===== config.mk =====
export PLATFORM = sky130hd
export DESIGN_NAME = ssp_queue
export DESIGN_NICKNAME = d
export VERILOG_FILES = /design/src/ssp_pkg.sv /design/src/ssp_queue.sv
export SDC_FILE = /design/constraint.sdc
export NUM_CORES = 1
export LEC_CHECK = 0
export BUFFER_PORTS_ARGS = -buffer_cell sky130_fd_sc_hd__buf_2
export CAP_MARGIN = 20
export CORE_AREA = 2 2 106 108
export DETAILED_ROUTE_END_ITERATION = 10
export DIE_AREA = 0 0 108 110
export PLACE_DENSITY = 0.7
export REMOVE_ABC_BUFFERS = 1
export SYNTH_ARGS = -nofsm -noshare
export SYNTH_HDL_FRONTEND = slang
export SYNTH_SLANG_ARGS = --single-unit

===== constraint.sdc =====
create_clock -name clock -period 5.8 [get_ports clock]
set_input_delay 1.16 -clock clock [delete_from_list [all_inputs] [get_ports clock]]
set_output_delay 1.16 -clock clock [all_outputs]
set_load 0.02 [all_outputs]

===== src/ssp_pkg.sv =====
// Shared types and constants for the sprite screen projection block.
// Used by the front end, the item queue and the back-end pipeline.
package ssp_pkg;

   // Configuration register indexes.
   localparam logic [2:0] REG_PLAYER_X      = 3'd0;
   localparam logic [2:0] REG_PLAYER_Y      = 3'd1;
   localparam logic [2:0] REG_DIR_X         = 3'd2;
   localparam logic [2:0] REG_DIR_Y         = 3'd3;
   localparam logic [2:0] REG_PLANE_X       = 3'd4;
   localparam logic [2:0] REG_PLANE_Y       = 3'd5;
   localparam logic [2:0] REG_SCREEN_WIDTH  = 3'd6;
   localparam logic [2:0] REG_SCREEN_HEIGHT = 3'd7;

   // Reset values of the configuration registers.
   localparam logic [15:0] RST_DIR_X         = 16'd16384;
   localparam logic [15:0] RST_PLANE_Y       = 16'd10813;
   localparam logic [12:0] RST_SCREEN_WIDTH  = 13'd640;
   localparam logic [12:0] RST_SCREEN_HEIGHT = 13'd480;

   // Item queue between the front end and the back end.
   localparam int QUEUE_DEPTH = 4;
   localparam int QPTR_W      = $clog2(QUEUE_DEPTH);
   localparam int QCNT_W      = $clog2(QUEUE_DEPTH + 1);

   // Saturation limits.
   localparam logic signed [23:0] DEPTH_MAX  = 24'sh7FFFFF;
   localparam logic signed [23:0] DEPTH_MIN  = -24'sh800000;
   localparam logic signed [15:0] CENTER_MAX = 16'sh7FFF;
   localparam logic signed [15:0] CENTER_MIN = -16'sh8000;
   localparam logic [15:0]        SIZE_MAX   = 16'hFFFF;

   // Sprite offset from the player, signed Q9.8.
   typedef struct packed {
      logic signed [16:0] dx;
      logic signed [16:0] dy;
   } item_type;

   // Camera configuration as seen by the back end.
   typedef struct packed {
      logic signed [15:0] dir_x;
      logic signed [15:0] dir_y;
      logic signed [15:0] plane_x;
      logic signed [15:0] plane_y;
      logic [12:0]        screen_width;
      logic [12:0]        screen_height;
      logic signed [32:0] det;
   } cfg_type;

   // Queue status seen by the front end.
   typedef struct packed {
      logic full;
      logic empty;
   } queue_status_type;

endpackage


===== src/ssp_queue.sv =====
// Short item queue that decouples the front end from the back-end pipeline.
// Depends on ssp_pkg for the item type and depth.
module ssp_queue (
   input  logic                      clock,
   input  logic                      reset,
   input  logic                      push,
   input  ssp_pkg::item_type         push_item,
   input  logic                      pop,
   output ssp_pkg::queue_status_type status,
   output ssp_pkg::item_type         head_item
);

   ssp_pkg::item_type                entry_ff [0:ssp_pkg::QUEUE_DEPTH-1];
   logic [ssp_pkg::QPTR_W-1:0]       wr_ptr_ff, rd_ptr_ff;
   logic [ssp_pkg::QCNT_W-1:0]       count_ff;
   logic                             do_push, do_pop;

   assign status.full  = (count_ff == ssp_pkg::QCNT_W'(ssp_pkg::QUEUE_DEPTH));
   assign status.empty = (count_ff == '0);
   assign do_push      = push && !status.full;
   assign do_pop       = pop && !status.empty;
   assign head_item    = entry_ff[rd_ptr_ff];

   // Pointers and fill count.
   always_ff @(posedge clock) begin
      if (reset) begin
         wr_ptr_ff <= '0;
         rd_ptr_ff <= '0;
         count_ff  <= '0;
      end else begin
         if (do_push) begin
            wr_ptr_ff <= wr_ptr_ff + 1'b1;
         end
         if (do_pop) begin
            rd_ptr_ff <= rd_ptr_ff + 1'b1;
         end
         if (do_push && !do_pop) begin
            count_ff <= count_ff + 1'b1;
         end else if (do_pop && !do_push) begin
            count_ff <= count_ff - 1'b1;
         end
      end
   end

   // Entry storage.
   always_ff @(posedge clock) begin
      if (do_push) begin
         entry_ff[wr_ptr_ff] <= push_item;
      end
   end

endmodule


Yosys cells after proc, flatten, opt, wreduce, memory -nomap -nowiden
Memory sizes are Yosys's and may differ from the RTL's. A register that Yosys moved wholly into a read port is not among the register bits.
Cells that the tools add are included.
{"block": "classes", "muxes": 6, "reduce_logical": 10, "eq_ne": 1, "addsub": 4}
{"op": "two-way mux 3 bit", "n": 2}
{"op": "adder 2 x 1 -> 2 bit (second input constant)", "n": 2}
{"op": "logical AND 1 bit", "n": 4}
{"op": "logical NOT 1 bit", "n": 4}
{"op": "two-way mux 2 bit", "n": 2}
{"op": "adder 3 x 1 -> 3 bit (second input constant)", "n": 1}
{"op": "equality test 3 bit (second input constant)", "n": 1}
{"op": "logical NOT 3 bit", "n": 1}
{"op": "subtractor 3 x 1 -> 3 bit (second input constant)", "n": 1}
{"op": "two-way mux 1 bit", "n": 2}
{"op": "nonzero test 2 bit", "n": 1}
{"block": "word_totals", "input_bits": 38, "memories": 1, "word_cells": 25, "ff_bits": 7, "mem_bits_rw": 136}
{"memory": "entry_ff", "words": 4, "width": 34, "rd": 1, "rd_clocked_by_memory_dff": 1, "write_ports": 1, "line_no": "ssp_queue.sv:13", "rtl": "ssp_pkg::item_type entry_ff [0:ssp_pkg::QUEUE_DEPTH-1];"}

Depth between registers and ports, before layout
{"block": "depth", "depth_word": 7, "ltp_mapped": 8, "ltp_nobuf": 8}

Worst setup path before layout
Ideal clock, no wire load.
{"block": "synth_path", "path_type": "input to register", "startpoint": "input port push", "endpoint": "memory entry_ff[0][0] in the netlist's numbering, enable pin", "arrival_ns": 2.265, "path_stages": 3, "slack_ns": 3.141, "required_time_ns": 5.406, "path_cell_list": "inv_1 -> nor2_2 -> and2_1"}
{"block": "synth_via", "elab_chain_cells": 3}
{"element": "start: declaration", "line_no": "ssp_queue.sv:6", "rtl": "input logic push,"}
{"element": "logical AND 1 bit", "line_no": "ssp_queue.sv:20", "rtl": "assign do_push = push && !status.full;"}
{"element": "via do_push", "line_no": "ssp_queue.sv:16", "rtl": "logic do_push, do_pop;"}
{"element": "two-way mux 1 bit", "line_no": "ssp_queue.sv:47", "rtl": "if (do_push) begin"}
{"element": "two-way mux 1 bit (not written as such)", "line_no": "ssp_queue.sv:48", "rtl": "entry_ff[wr_ptr_ff] <= push_item;"}
{"element": "end: declaration", "line_no": "ssp_queue.sv:13"}
The timed path passes the listed nets, and every way through them passes these cells.

==> results.yml <==
die:
  io_pins: 74
  die_area_sq_um: 11900
  coreArea_sq_um: 10700
  die_y_um: 110
  rows: 38
  start_util_pct: 50.6
  die_w_um: 108
global_route:
  track_usage_pct: 15.8
  antenna_found_initial: 0
  grt_pass1_vias: 2637
  grt_pass1_wl_mm: 13.5
  grt_max_degree: 35
  overflow: 0
power_and_ir_drop:
  clock_power_share_pct: 34.8
  ir_drop_mv: 0.214
  pwr-share-comb_pct: 22.0
  internal-power_mw: 2.26
  leakagePower_nw: 2.22
  cellPowerDensity_nw_per_um2: 475
  switchingPower_uw: 813
  seqPwrFrac_pct: 43.2
  p_sw_share_pct: 26.5
yosys:
  syn_area_sq_um: 5410
  yosysTopAreaCell: "edfxtp_1"
  yosysWarnings: 0
  synthTopCellsByArea: "edfxtp_1 (75%), mux4_2 (14%), dfxtp_1 (3.3%), ha_1 (1.2%), buf_12 (1.1%)"
  yosysUniqueCellTypes: 24
  ys_seq_elements: 145
  avgSynthCellArea_sq_um: 23.9
  synth_top_area_share_pct: 75.5
  synth_cells: 226
  seq_area_frac_synth_pct: 78.8
placement:
  gp_congestion: 0.664
  dp_hpwl_mm: 4.95
  dp_slack_ps: 2830
  numPortBuffers: 73
  dp.cells: 431
  placed_area_sq_um: 5870
clocking:
  cts_setup_buffers: 0
  cts_max_path_buffers: 2
  clk_latency_ps: 500
  cts.sinks: 145
  cts_max_level: 4
  clkTransAtPathRegs_ps: 60
  cts_buffers: 17
  ctsHoldBuffers: 0
  post_cts_resized: 0
  cts_root_buffer: "clkbuf_8"
  cts_tree: "built"
routing:
  drt-initial-drc-count: 133
  wl_mm: 8.60
  wl_per_cell_um: 18.6
  num_vias: 2441
  drtAntennaViolNets: 0
  avgViaCountPerCell: 5.28
  dr.pass1.iters: 6
  drc: 0
final_layout:
  final_cell_mix: "edfxtp_1 (136), buf_2 (73), mux4_2 (34)"
  final-instance-count-excl-fill: 462
  n_antenna_cell: 0
  layout_commonest_cell: "edfxtp_1"
  drive_above_1_share_pct: 44.4
  syn2layout_area_growth_pct: 19.4
  final_area_sq_um: 6460
  nNetsFinal: 354
timing:
  finalCritPeriodShare_pct: 59.1
  rsz0062_at_grt: "no"
  worst_hold_slack_ps: 525
  fin_ws_ps: 2370
  setup_viol: 0
  setup_tns_ps: 0
  post-route-min-period_ps: 3430
  worstMarginPinSlew_ps: 949
  slew_viol_final: 0
  clock.fmax_ghz: 0.292
  skew_ps: 8.11
  finalHoldViolations: 0
  relSlewSlack_pct: 36.7
flow_run:
  cap_viol_max_count: 0
critical_path:
  cp.arrival_ps: 2270
  slowest_delay_ps: 610
  cp_slowest_cell: "mux4_2"
  critPathCaptureType: "primary output"
  crit_type: "reg -> out"
  required_ps: 4640
  worstPathCellList: "buf_4, mux4_2, buf_2"
  path_max_fanout: 29
  start_kind: "flop"
run_status:
  status: "finished, final reports clean"
worst_hold_path:
  hold_class: "reg -> reg"
registers in the layout (all words and copies together) (netlist names), named ones only:
register and flops:
entry_ff 136, rd_ptr_ff 2, wr_ptr_ff 2, count_ff 3
area by class of cell:
cell class | count | area, sq um
Sequential cell | 145 | 4270
Fill cell | 792 | 4240
Multi-Input combinational cell | 68 | 1040
Clock buffer | 20 | 425
Timing Repair Buffer | 74 | 373
Tap cell | 140 | 175
Clock inverter | 11 | 164
Inverter | 4 | 15.0
final timing paths:
| kind | from | endpoint | slack [ps] | cells after the start |
|---|---|---|---|---|
| max | flop | head_item[23] | 2370 | 3 |
| min | wr_ptr_ff[0] | wr_ptr_ff[0] | 520 | 2 |
| max reg2reg | count_ff[0] | count_ff[2] | 3670 | 8 |
| min reg2reg | wr_ptr_ff[0] | wr_ptr_ff[0] | 520 | 2 |
metrics by stage:
| stage | util, % | total power, mW |
|---|---|---|
| after floorplan | - | 1.82 |
| after CTS | 60.4 | 3.11 |
| after detailed placement | 54.9 | 2.04 |
| after global placement | 54.9 | 2.04 |
| after global routing | 60.4 | 3.21 |
| final | 60.4 | 3.07 |
worst max-delay path: cells and delay by family (launching register included):
family   cells  cell delay [ps]
buf+inv      2              720
flops        1              430
mux          1              610
Yosys cell counts:
| master | count |
|---|---|
| a21oi_1 | 2 |
| and2_1 | 4 |
| buf_12 | 3 |
| buf_2 | 3 |
| buf_6 | 1 |
| clkbuf_1 | 1 |
| clkbuf_2 | 1 |
| dfxtp_1 | 9 |
| edfxtp_1 | 136 |
| fa_1 | 1 |
| ha_1 | 5 |
| inv_1 | 4 |
| mux2i_1 | 2 |
| mux4_2 | 34 |
| nand2b_1 | 2 |
| nor2_1 | 5 |
| nor2_2 | 1 |
| nor3_1 | 1 |
| nor3b_2 | 1 |
| o21ai_0 | 2 |
| o311ai_1 | 1 |
| o31ai_2 | 1 |
| or3_1 | 2 |
| xor2_1 | 4 |
logic make-up after synthesis:
group	after synthesis	share of synthesized area [%]
AOI/OAI and AO/OA	6	0.763
adders and majority gates	6	1.53
buffers and inverters	13	2.03
DFF	145	78.8
muxes	36	14.5
and+or+nand+nor	16	1.71
xor gates and xnor gates	4	0.647
routing by layer:
layer	vias up	track usage [%]	part of all wire [%]
met5	-	0	0
met4	0	4.95	0.28
met3	2	5.11	5.0
met2	66	26.1	50
met1	1264	20.3	44
li1	1109	-	-
power groups by stage:
stage | Clock [mW] | Combinational [mW] | Sequential [mW]
after floorplan | 0 | 0.452 | 1.37
after global placement | 0 | 0.691 | 1.35
after detailed placement | 0 | 0.690 | 1.35
after CTS | 1.09 | 0.694 | 1.33
after global routing | 1.13 | 0.738 | 1.34
final | 1.07 | 0.676 | 1.33
Note: power is estimated with default switching activity, not from simulation.
