--- src/ssp_pkg.sv ---
// Shared types and constants for the sprite screen projection block.
// Used by the front end, the item queue and the back-end pipeline.
package ssp_pkg;

   // Configuration register indexes.
   localparam logic [2:0] REG_PLAYER_X      = 3'd0;
   localparam logic [2:0] REG_PLAYER_Y      = 3'd1;
   localparam logic [2:0] REG_DIR_X         = 3'd2;
   localparam logic [2:0] REG_DIR_Y         = 3'd3;
   localparam logic [2:0] REG_PLANE_X       = 3'd4;
   localparam logic [2:0] REG_PLANE_Y       = 3'd5;
   localparam logic [2:0] REG_SCREEN_WIDTH  = 3'd6;
   localparam logic [2:0] REG_SCREEN_HEIGHT = 3'd7;

   // Reset values of the configuration registers.
   localparam logic [15:0] RST_DIR_X         = 16'd16384;
   localparam logic [15:0] RST_PLANE_Y       = 16'd10813;
   localparam logic [12:0] RST_SCREEN_WIDTH  = 13'd640;
   localparam logic [12:0] RST_SCREEN_HEIGHT = 13'd480;

   // Item queue between the front end and the back end.
   localparam int QUEUE_DEPTH = 4;
   localparam int QPTR_W      = $clog2(QUEUE_DEPTH);
   localparam int QCNT_W      = $clog2(QUEUE_DEPTH + 1);

   // Saturation limits.
   localparam logic signed [23:0] DEPTH_MAX  = 24'sh7FFFFF;
   localparam logic signed [23:0] DEPTH_MIN  = -24'sh800000;
   localparam logic signed [15:0] CENTER_MAX = 16'sh7FFF;
   localparam logic signed [15:0] CENTER_MIN = -16'sh8000;
   localparam logic [15:0]        SIZE_MAX   = 16'hFFFF;

   // Sprite offset from the player, signed Q9.8.
   typedef struct packed {
      logic signed [16:0] dx;
      logic signed [16:0] dy;
   } item_type;

   // Camera configuration as seen by the back end.
   typedef struct packed {
      logic signed [15:0] dir_x;
      logic signed [15:0] dir_y;
      logic signed [15:0] plane_x;
      logic signed [15:0] plane_y;
      logic [12:0]        screen_width;
      logic [12:0]        screen_height;
      logic signed [32:0] det;
   } cfg_type;

   // Queue status seen by the front end.
   typedef struct packed {
      logic full;
      logic empty;
   } queue_status_type;

endpackage

--- src/ssp_front.sv ---
// Front end: configuration registers, camera determinant and item intake.
// Depends on ssp_pkg; feeds sprite offsets into the item queue.
module ssp_front (
   input  logic                      clock,
   input  logic                      reset,
   input  logic                      req_tvalid,
   output logic                      req_tready,
   input  logic [31:0]               req_tdata,   // sprite_x[15:0], sprite_y[31:16]
   input  logic                      csr_wen,
   input  logic [2:0]                csr_index,
   input  logic [15:0]               csr_wdata,
   input  ssp_pkg::queue_status_type q_status,
   output logic                      q_push,
   output ssp_pkg::item_type         q_item,
   output ssp_pkg::cfg_type          cfg
);

   logic [15:0]        player_x_ff, player_y_ff;
   logic signed [15:0] dir_x_ff, dir_y_ff, plane_x_ff, plane_y_ff;
   logic [12:0]        screen_width_ff, screen_height_ff;
   logic signed [32:0] det_ff, det_in;

   // Register writes.
   always_ff @(posedge clock) begin
      if (reset) begin
         player_x_ff      <= '0;
         player_y_ff      <= '0;
         dir_x_ff         <= ssp_pkg::RST_DIR_X;
         dir_y_ff         <= '0;
         plane_x_ff       <= '0;
         plane_y_ff       <= ssp_pkg::RST_PLANE_Y;
         screen_width_ff  <= ssp_pkg::RST_SCREEN_WIDTH;
         screen_height_ff <= ssp_pkg::RST_SCREEN_HEIGHT;
      end else if (csr_wen) begin
         unique case (csr_index)
            ssp_pkg::REG_PLAYER_X:      player_x_ff      <= csr_wdata;
            ssp_pkg::REG_PLAYER_Y:      player_y_ff      <= csr_wdata;
            ssp_pkg::REG_DIR_X:         dir_x_ff         <= csr_wdata;
            ssp_pkg::REG_DIR_Y:         dir_y_ff         <= csr_wdata;
            ssp_pkg::REG_PLANE_X:       plane_x_ff       <= csr_wdata;
            ssp_pkg::REG_PLANE_Y:       plane_y_ff       <= csr_wdata;
            ssp_pkg::REG_SCREEN_WIDTH:  screen_width_ff  <= csr_wdata[12:0];
            ssp_pkg::REG_SCREEN_HEIGHT: screen_height_ff <= csr_wdata[12:0];
            default: ;
         endcase
      end
   end

   // Camera determinant, recomputed every cycle from the registers.
   assign det_in = 33'(plane_x_ff) * 33'(dir_y_ff) - 33'(dir_x_ff) * 33'(plane_y_ff);

   always_ff @(posedge clock) begin
      det_ff <= det_in;
   end

   assign cfg.dir_x         = dir_x_ff;
   assign cfg.dir_y         = dir_y_ff;
   assign cfg.plane_x       = plane_x_ff;
   assign cfg.plane_y       = plane_y_ff;
   assign cfg.screen_width  = screen_width_ff;
   assign cfg.screen_height = screen_height_ff;
   assign cfg.det           = det_ff;

   // Accept an item whenever the queue has room and store its offset.
   assign req_tready = !q_status.full;
   assign q_push     = req_tvalid && !q_status.full;
   assign q_item.dx  = $signed({1'b0, req_tdata[15:0]}) - $signed({1'b0, player_x_ff});
   assign q_item.dy  = $signed({1'b0, req_tdata[31:16]}) - $signed({1'b0, player_y_ff});

endmodule

--- config.mk ---
export PLATFORM = sky130hd
export DESIGN_NAME = ssp_front
export DESIGN_NICKNAME = d
export VERILOG_FILES = /design/src/ssp_pkg.sv /design/src/ssp_front.sv
export SDC_FILE = /design/constraint.sdc
export NUM_CORES = 2
export LEC_CHECK = 0
export ABC_AREA = 1
export BUFFER_PORTS_ARGS = -buffer_cell sky130_fd_sc_hd__buf_2
export CORE_AREA = 8 8 244 222
export DETAILED_ROUTE_END_ITERATION = 12
export DIE_AREA = 0 0 252 230
export PLACE_DENSITY = 0.82
export SLEW_MARGIN = 15
export SYNTH_ARGS = -nofsm -noshare
export SYNTH_HDL_FRONTEND = slang
export SYNTH_SLANG_ARGS = --single-unit
--- constraint.sdc ---
create_clock -name clock -period 6.8 [get_ports clock]
set_input_delay 1.36 -clock clock [delete_from_list [all_inputs] [get_ports clock]]
set_output_delay 1.36 -clock clock [all_outputs]
set_load 0.05 [all_outputs]
# Word level (Yosys, flattened, before mapping)
# Index checks and enable logic that the tools add are counted.
[word_totals] regBits=155 inputBits=57 elab_cells=32
[classes] add_sub_neg=3 n_mul=2 eq_ne=7 n_reduce_logical=11
[ops] op="multiplier 16 x 16 -> 32 bit" count=2
[ops] op="subtractor 16 x 16 -> 17 bit" count=2
[ops] op="subtractor 32 x 32 -> 33 bit" count=1
[ops] op="AND reduction 2 bit" count=8
[ops] op="equality test 3 bit, second input constant" count=4
[ops] op="equality test 3 x 2 -> 1 bit, second input constant" count=2
[ops] op="equality test 3 x 1 -> 1 bit, second input constant" count=1
[ops] op="zero test 3 bit" count=1
[ops] op="logical AND 1 bit" count=1
[ops] op="zero test 1 bit" count=1

# Longest topological paths before layout
[logic_depth] depth_word=2 mapped_depth=31 mapped_depth_nobuf=29

# Worst setup path before layout
# No wires, ideal clock.
[synth_path] path_kind="flip-flop to flip-flop" startpoint="reg plane_x_ff[15]" endpoint="reg det_ff[32]" setup_time_ns=0.112 t_arrival_ns=7.037 setup_slack_ns=-0.350 stages_incl_launch_ff=29 path_buffers=2 period_less_slack_ns=7.150 path_cell_list="dfxtp_1 -> clkbuf_1 -> clkbuf_1 -> nand2_1 -> fa_1 -> fa_1 -> inv_1 -> fa_1 -> inv_1 -> fa_1 -> inv_1 -> fa_1 -> inv_1 -> fa_1 -> inv_1 -> fa_1 -> inv_1 -> fa_1 -> inv_1 -> ha_1 -> nand2_1 -> nor3_1 -> nand2_1 -> nor3_1 -> nand2_1 -> nand2_1 -> inv_1 -> nand2_1 -> nand2_1"
[synth_via] elab_chain_cells=2
[synth_lines] item="from (decl)" line_no="ssp_front.sv:19" rtl="logic signed [15:0] dir_x_ff, dir_y_ff, plane_x_ff, plane_y_ff;"
[synth_lines] item="from (signal assigned)" line_no="ssp_front.sv:40" rtl="ssp_pkg::REG_PLANE_X: plane_x_ff <= csr_wdata;"
[synth_lines] item="multiplier 16 x 16 -> 32 bit" line_no="ssp_front.sv:50" rtl="assign det_in = 33'(plane_x_ff) * 33'(dir_y_ff) - 33'(dir_x_ff) * 33'(plane_y_ff);"
[synth_lines] item="subtractor 32 x 32 -> 33 bit" line_no="ssp_front.sv:50"
[synth_lines] item="named net det_in[32]" line_no="ssp_front.sv:21" rtl="logic signed [32:0] det_ff, det_in;"
[synth_lines] item="to (signal assigned)" line_no="ssp_front.sv:53" rtl="det_ff <= det_in;"
[synth_lines] item="to (decl)" line_no="ssp_front.sv:21"
# The timed path passes the listed nets, and every way through them passes these cells.
# A chain may end at the register's enable or synchronous reset.

# Worst setup path in the final report
[layout_path] startpoint="reg dir_y_ff[15]" endpoint="reg det_ff[22]"
[layout_via] elab_chain_cells=2
[layout_lines] item="from (decl)" line_no="ssp_front.sv:19"
[layout_lines] item="from (signal assigned)" line_no="ssp_front.sv:39" rtl="ssp_pkg::REG_DIR_Y: dir_y_ff <= csr_wdata;"
[layout_lines] item="multiplier 16 x 16 -> 32 bit" line_no="ssp_front.sv:50"
[layout_lines] item="subtractor 32 x 32 -> 33 bit" line_no="ssp_front.sv:50"
[layout_lines] item="named net det_in[22]" line_no="ssp_front.sv:21"
# The timed path passes the listed nets, and every way through them passes these cells.

==> summary.md <==
| Metric | Value |
|---|---|
| Max_cap viols | 0 |
| Cell taking the most area after synthesis | fa_1 |
| Die ar. | 57960 um^2 |
| DRT Pass-1 Iters | 6 |
| Layout Cells excl Fill | roughly 4.5k |
| #FFs+latches synth | about 160 |
| CP Class | reg -> reg |
| Critical Path Most Common Cell | fa_1 |
| Switching power share of the total | 54.18% |
| Synth-to-layout area growth | 13.50% |
| Flop-to-flop setup slack | 0.07 ns |
| TritonCTS clock tree | built |
| CTS Buf Count | 17 |
| Pleak | 0.01801 uW |
| WP data required | 7.17 ns |
| Root buffer cell | clkbuf_16 |
| Distinct cells, synth | 48 |
| Reg-to-reg critical path endpoint | det_ff[22] |
| First-pass GRT wire length | 126.7 mm |
| Height of the die | 230 um |
| Seq pwr share | 8.0% |
| Final wirelength | between 70 and 80 mm |
| Clk Latency, worst-skew pair | 0.47 ns |
| Initial antenna violation count | 1 |
| Final Hold Fails | 0 |
| Worst setup SP type | register |
| Via Count | around 23k |
| Cell Rows | 78 |
| Fmax | around 150 MHz |
| Commonest non-fill, non-tap cell in the layout | inv_1 |
| Clock power share | 6.5% |
| Critical Path Sink Type | register |
| Min-Delay Path Class | reg -> reg |
| Worst-case vdd ir drop | 781.6 uV |
| Mapped cell area | 28150 um^2 |
| Seq/Total Area, Yosys | 11.02% |
| Die Wd | 252 um |
| Antenna diode instance count | 0 |
| Post-Syn Area per Cell | 7.949 um^2 |
| Reg clk slew, reported paths | 0.07 ns |
| Setup Skew | 0.02598 ns |
| Hold buffers post-CTS | 0 |
| Worst r2r path cells | 24 |
| H-tree depth | 4 |
| Nets | 4617 |
| Pwr dens | roughly 480 nW/um^2 |
| # IOs | 216 |
| Crit path max-delay cell type | fa_1 |
| Final sum of negative setup slack | 0 ns |
| Power share of the combinational group | a little under nine tenths |
| Cell Int Power | 6993 uW |
| Post-synth ARST share | 0% |
| Synthesized netlist net count | ~4.4k |
| RSZ-0062 raised after global routing | yes |
| Sw power | 8268 uW |
| Layout cells sized above 1 | between 15 and 20% |
| Largest net degree at the start of global routing | approximately 120 |
| Number of flops mapped to enable cells by yosys | 0 |
| Post-Place Setup Slack | 0.02994 ns |
| Synth Instances | 3541 |
| Initial Utilization | 56.33% |
| Clk sinks | between 150 and 200 |
| CP max stage delay | 0.58 ns |
| Post-DRT Antenna Nets | 0 |
| Worst Max-Slew Pin Slew | 1.036 ns |
| Worst Setup EP | det_ff[22] |
| Crit path cell chain | clkinvlp_4, buf_6, or2_2, fa_1, inv_1, fa_1, inv_1, fa_1, inv_1, fa_1, fa_1, fa_1, fa_1, inv_1, fa_1, inv_1, ha_4, nand2_1, o21a_1, o21ai_0, buf_4, a21oi_1, nand2_1, xor2_1 |
| Synth warnings | 0 |
| Cells after DPL | ~4.4k |
| Worst slew margin | a little under a third |
| GP Congestion | between 0.9 and 1 |
| Status | finished, final reports clean |
| Synth top area share | approximately 42% |
| Post-route minimum period | 6.730 ns |
| Total track usage | 27.59% |
| Crit path launch | dir_y_ff[15] |
| Final WS setup | 0.07046 ns |
| Ys flop type | dfxtp_1 |
| PortBufs | 214 |
| HPWL after detailed placement | approximately 67 mm |
| Most frequent cells in the layout | inv_1, nand2_1, fa_1 |
| Congestion Overflow GR | 0 |
| Final Max Tran Viols | 0 |
| WL/cell | 17.78 um |
| Post-Route Utilization | 63.93% |
| Overall power | 15260 uW |
| Vias in the first global route | roughly 24k |
| Crit Path Max Fanout | 7 |
| Period utilization | 98.96% |
| Initial DRC count | 2048 |
| Core Box Area | 49970 um^2 |
| Most area-consuming cells after synthesis | fa_1, inv_1, dfxtp_1 |
| DR DRC count | 0 |
| Critical path arrival | 7.09 ns |
| Count of final setup violators | 0 |
| Via density per instance | 5.183 |
| Clock buffer depth | 2 |
| Worst reg2reg startpoint | dir_y_ff[15] |
## through the flow
stage                     cell area (um^2)  hold WS, ns
after detailed placement             30770       0.4444
final                                31950       0.4621
after global placement               30770       0.4333
after global routing                 31950       0.4864
after floorplan                      28170       0.4331
after CTS                            31370       0.4612
## routing by layer
layer | vias to the layer above | track usage, % | part of all wire [%]
met2 | 980 | 48.54 | 50
met5 | - | 0 | 0.016
met1 | 11420 | 33.36 | 37
li1 | 10490 | - | -
met4 | 2 | 12.47 | 5.3
met3 | 279 | 3.879 | 7.6
## cell usage after synthesis (3+ instances only)
library cell,n
a21boi_0,3
a21o_1,10
a21oi_1,98
a31oi_1,6
buf_1,8
buf_2,9
clkbuf_1,151
clkinv_1,4
dfxtp_1,155
fa_1,591
ha_1,193
inv_1,1056
inv_2,3
nand2_1,686
nand2_2,11
nand3_1,65
nand3_2,3
nand3b_1,5
nand4_1,5
nor2_1,231
nor2_2,3
nor2_4,3
nor3_1,12
o211ai_1,3
o21ai_0,129
o21bai_1,6
or2_2,13
xnor2_1,14
xor2_1,39
## power groups by stage
stage               logic, uW  clock network (uW)  registers (uW)
finish                  13000                 995            1220
global route            14300                1050            1240
CTS                     11300                1000            1230
detailed placement      11200                   0            1250
global placement        11000                   0            1240
floorplan                6900                   0            1620
## what timing repair did
item,4_1_cts,5_1_grt
buffers inserted,0,19
endpoints found under the hold margin,0,0
resized for setup,0,125
setup endpoints to repair,0,21
## final cells by class
type | instances | area [um^2]
fillers | 4023 | 18020
clock inverters | 15 | 173.9
well taps | 680 | 850.8
clock buffers | 17 | 425.4
repair buffers | 386 | 2582
flip-flops and latches | 155 | 3139
multi-input cells | 2153 | 20760
inverters | 1063 | 4010
## worst min path at each step
stage,from,endpoint,slack [ns],cells past startpoint
detailed placement,screen_height_ff[6],screen_height_ff[6],0.44,2
global placement,screen_height_ff[6],screen_height_ff[6],0.43,2
global route,player_x_ff[2],player_x_ff[2],0.49,2
floorplan,player_x_ff[10],player_x_ff[10],0.43,2
CTS,player_x_ff[2],player_x_ff[2],0.46,2
finish,player_x_ff[2],player_x_ff[2],0.46,2
## cells by family after synthesis
kind of cell / after synthesis / synth area share (%)
simple gates: 1046 / 14.98
buf+inv: 1233 / 16.52
flops: 155 / 11.02
compound gates: 270 / 5.210
xor+xnor: 53 / 1.649
fa+ha+maj: 784 / 50.61
## flip-flops by register name, indices dropped and copies added (netlist names)
register and cells:
plane_y_ff 16, player_y_ff 16, player_x_ff 16, screen_height_ff 13
dir_x_ff 16, dir_y_ff 16, screen_width_ff 13, det_ff 33
plane_x_ff 16
## critical path, delay by kind of cell, from the launching register on
kind,cells,cell delay [ns]
adder cells (fa/ha/maj),9,4.31
AO/OA/AOI/OAI,3,0.41
buffers and inverters,8,0.93
AND/OR/NAND/NOR,3,0.46
XOR/XNOR,1,0.17
flip-flops,1,0.35
Note: power is estimated with default switching activity, not from simulation.
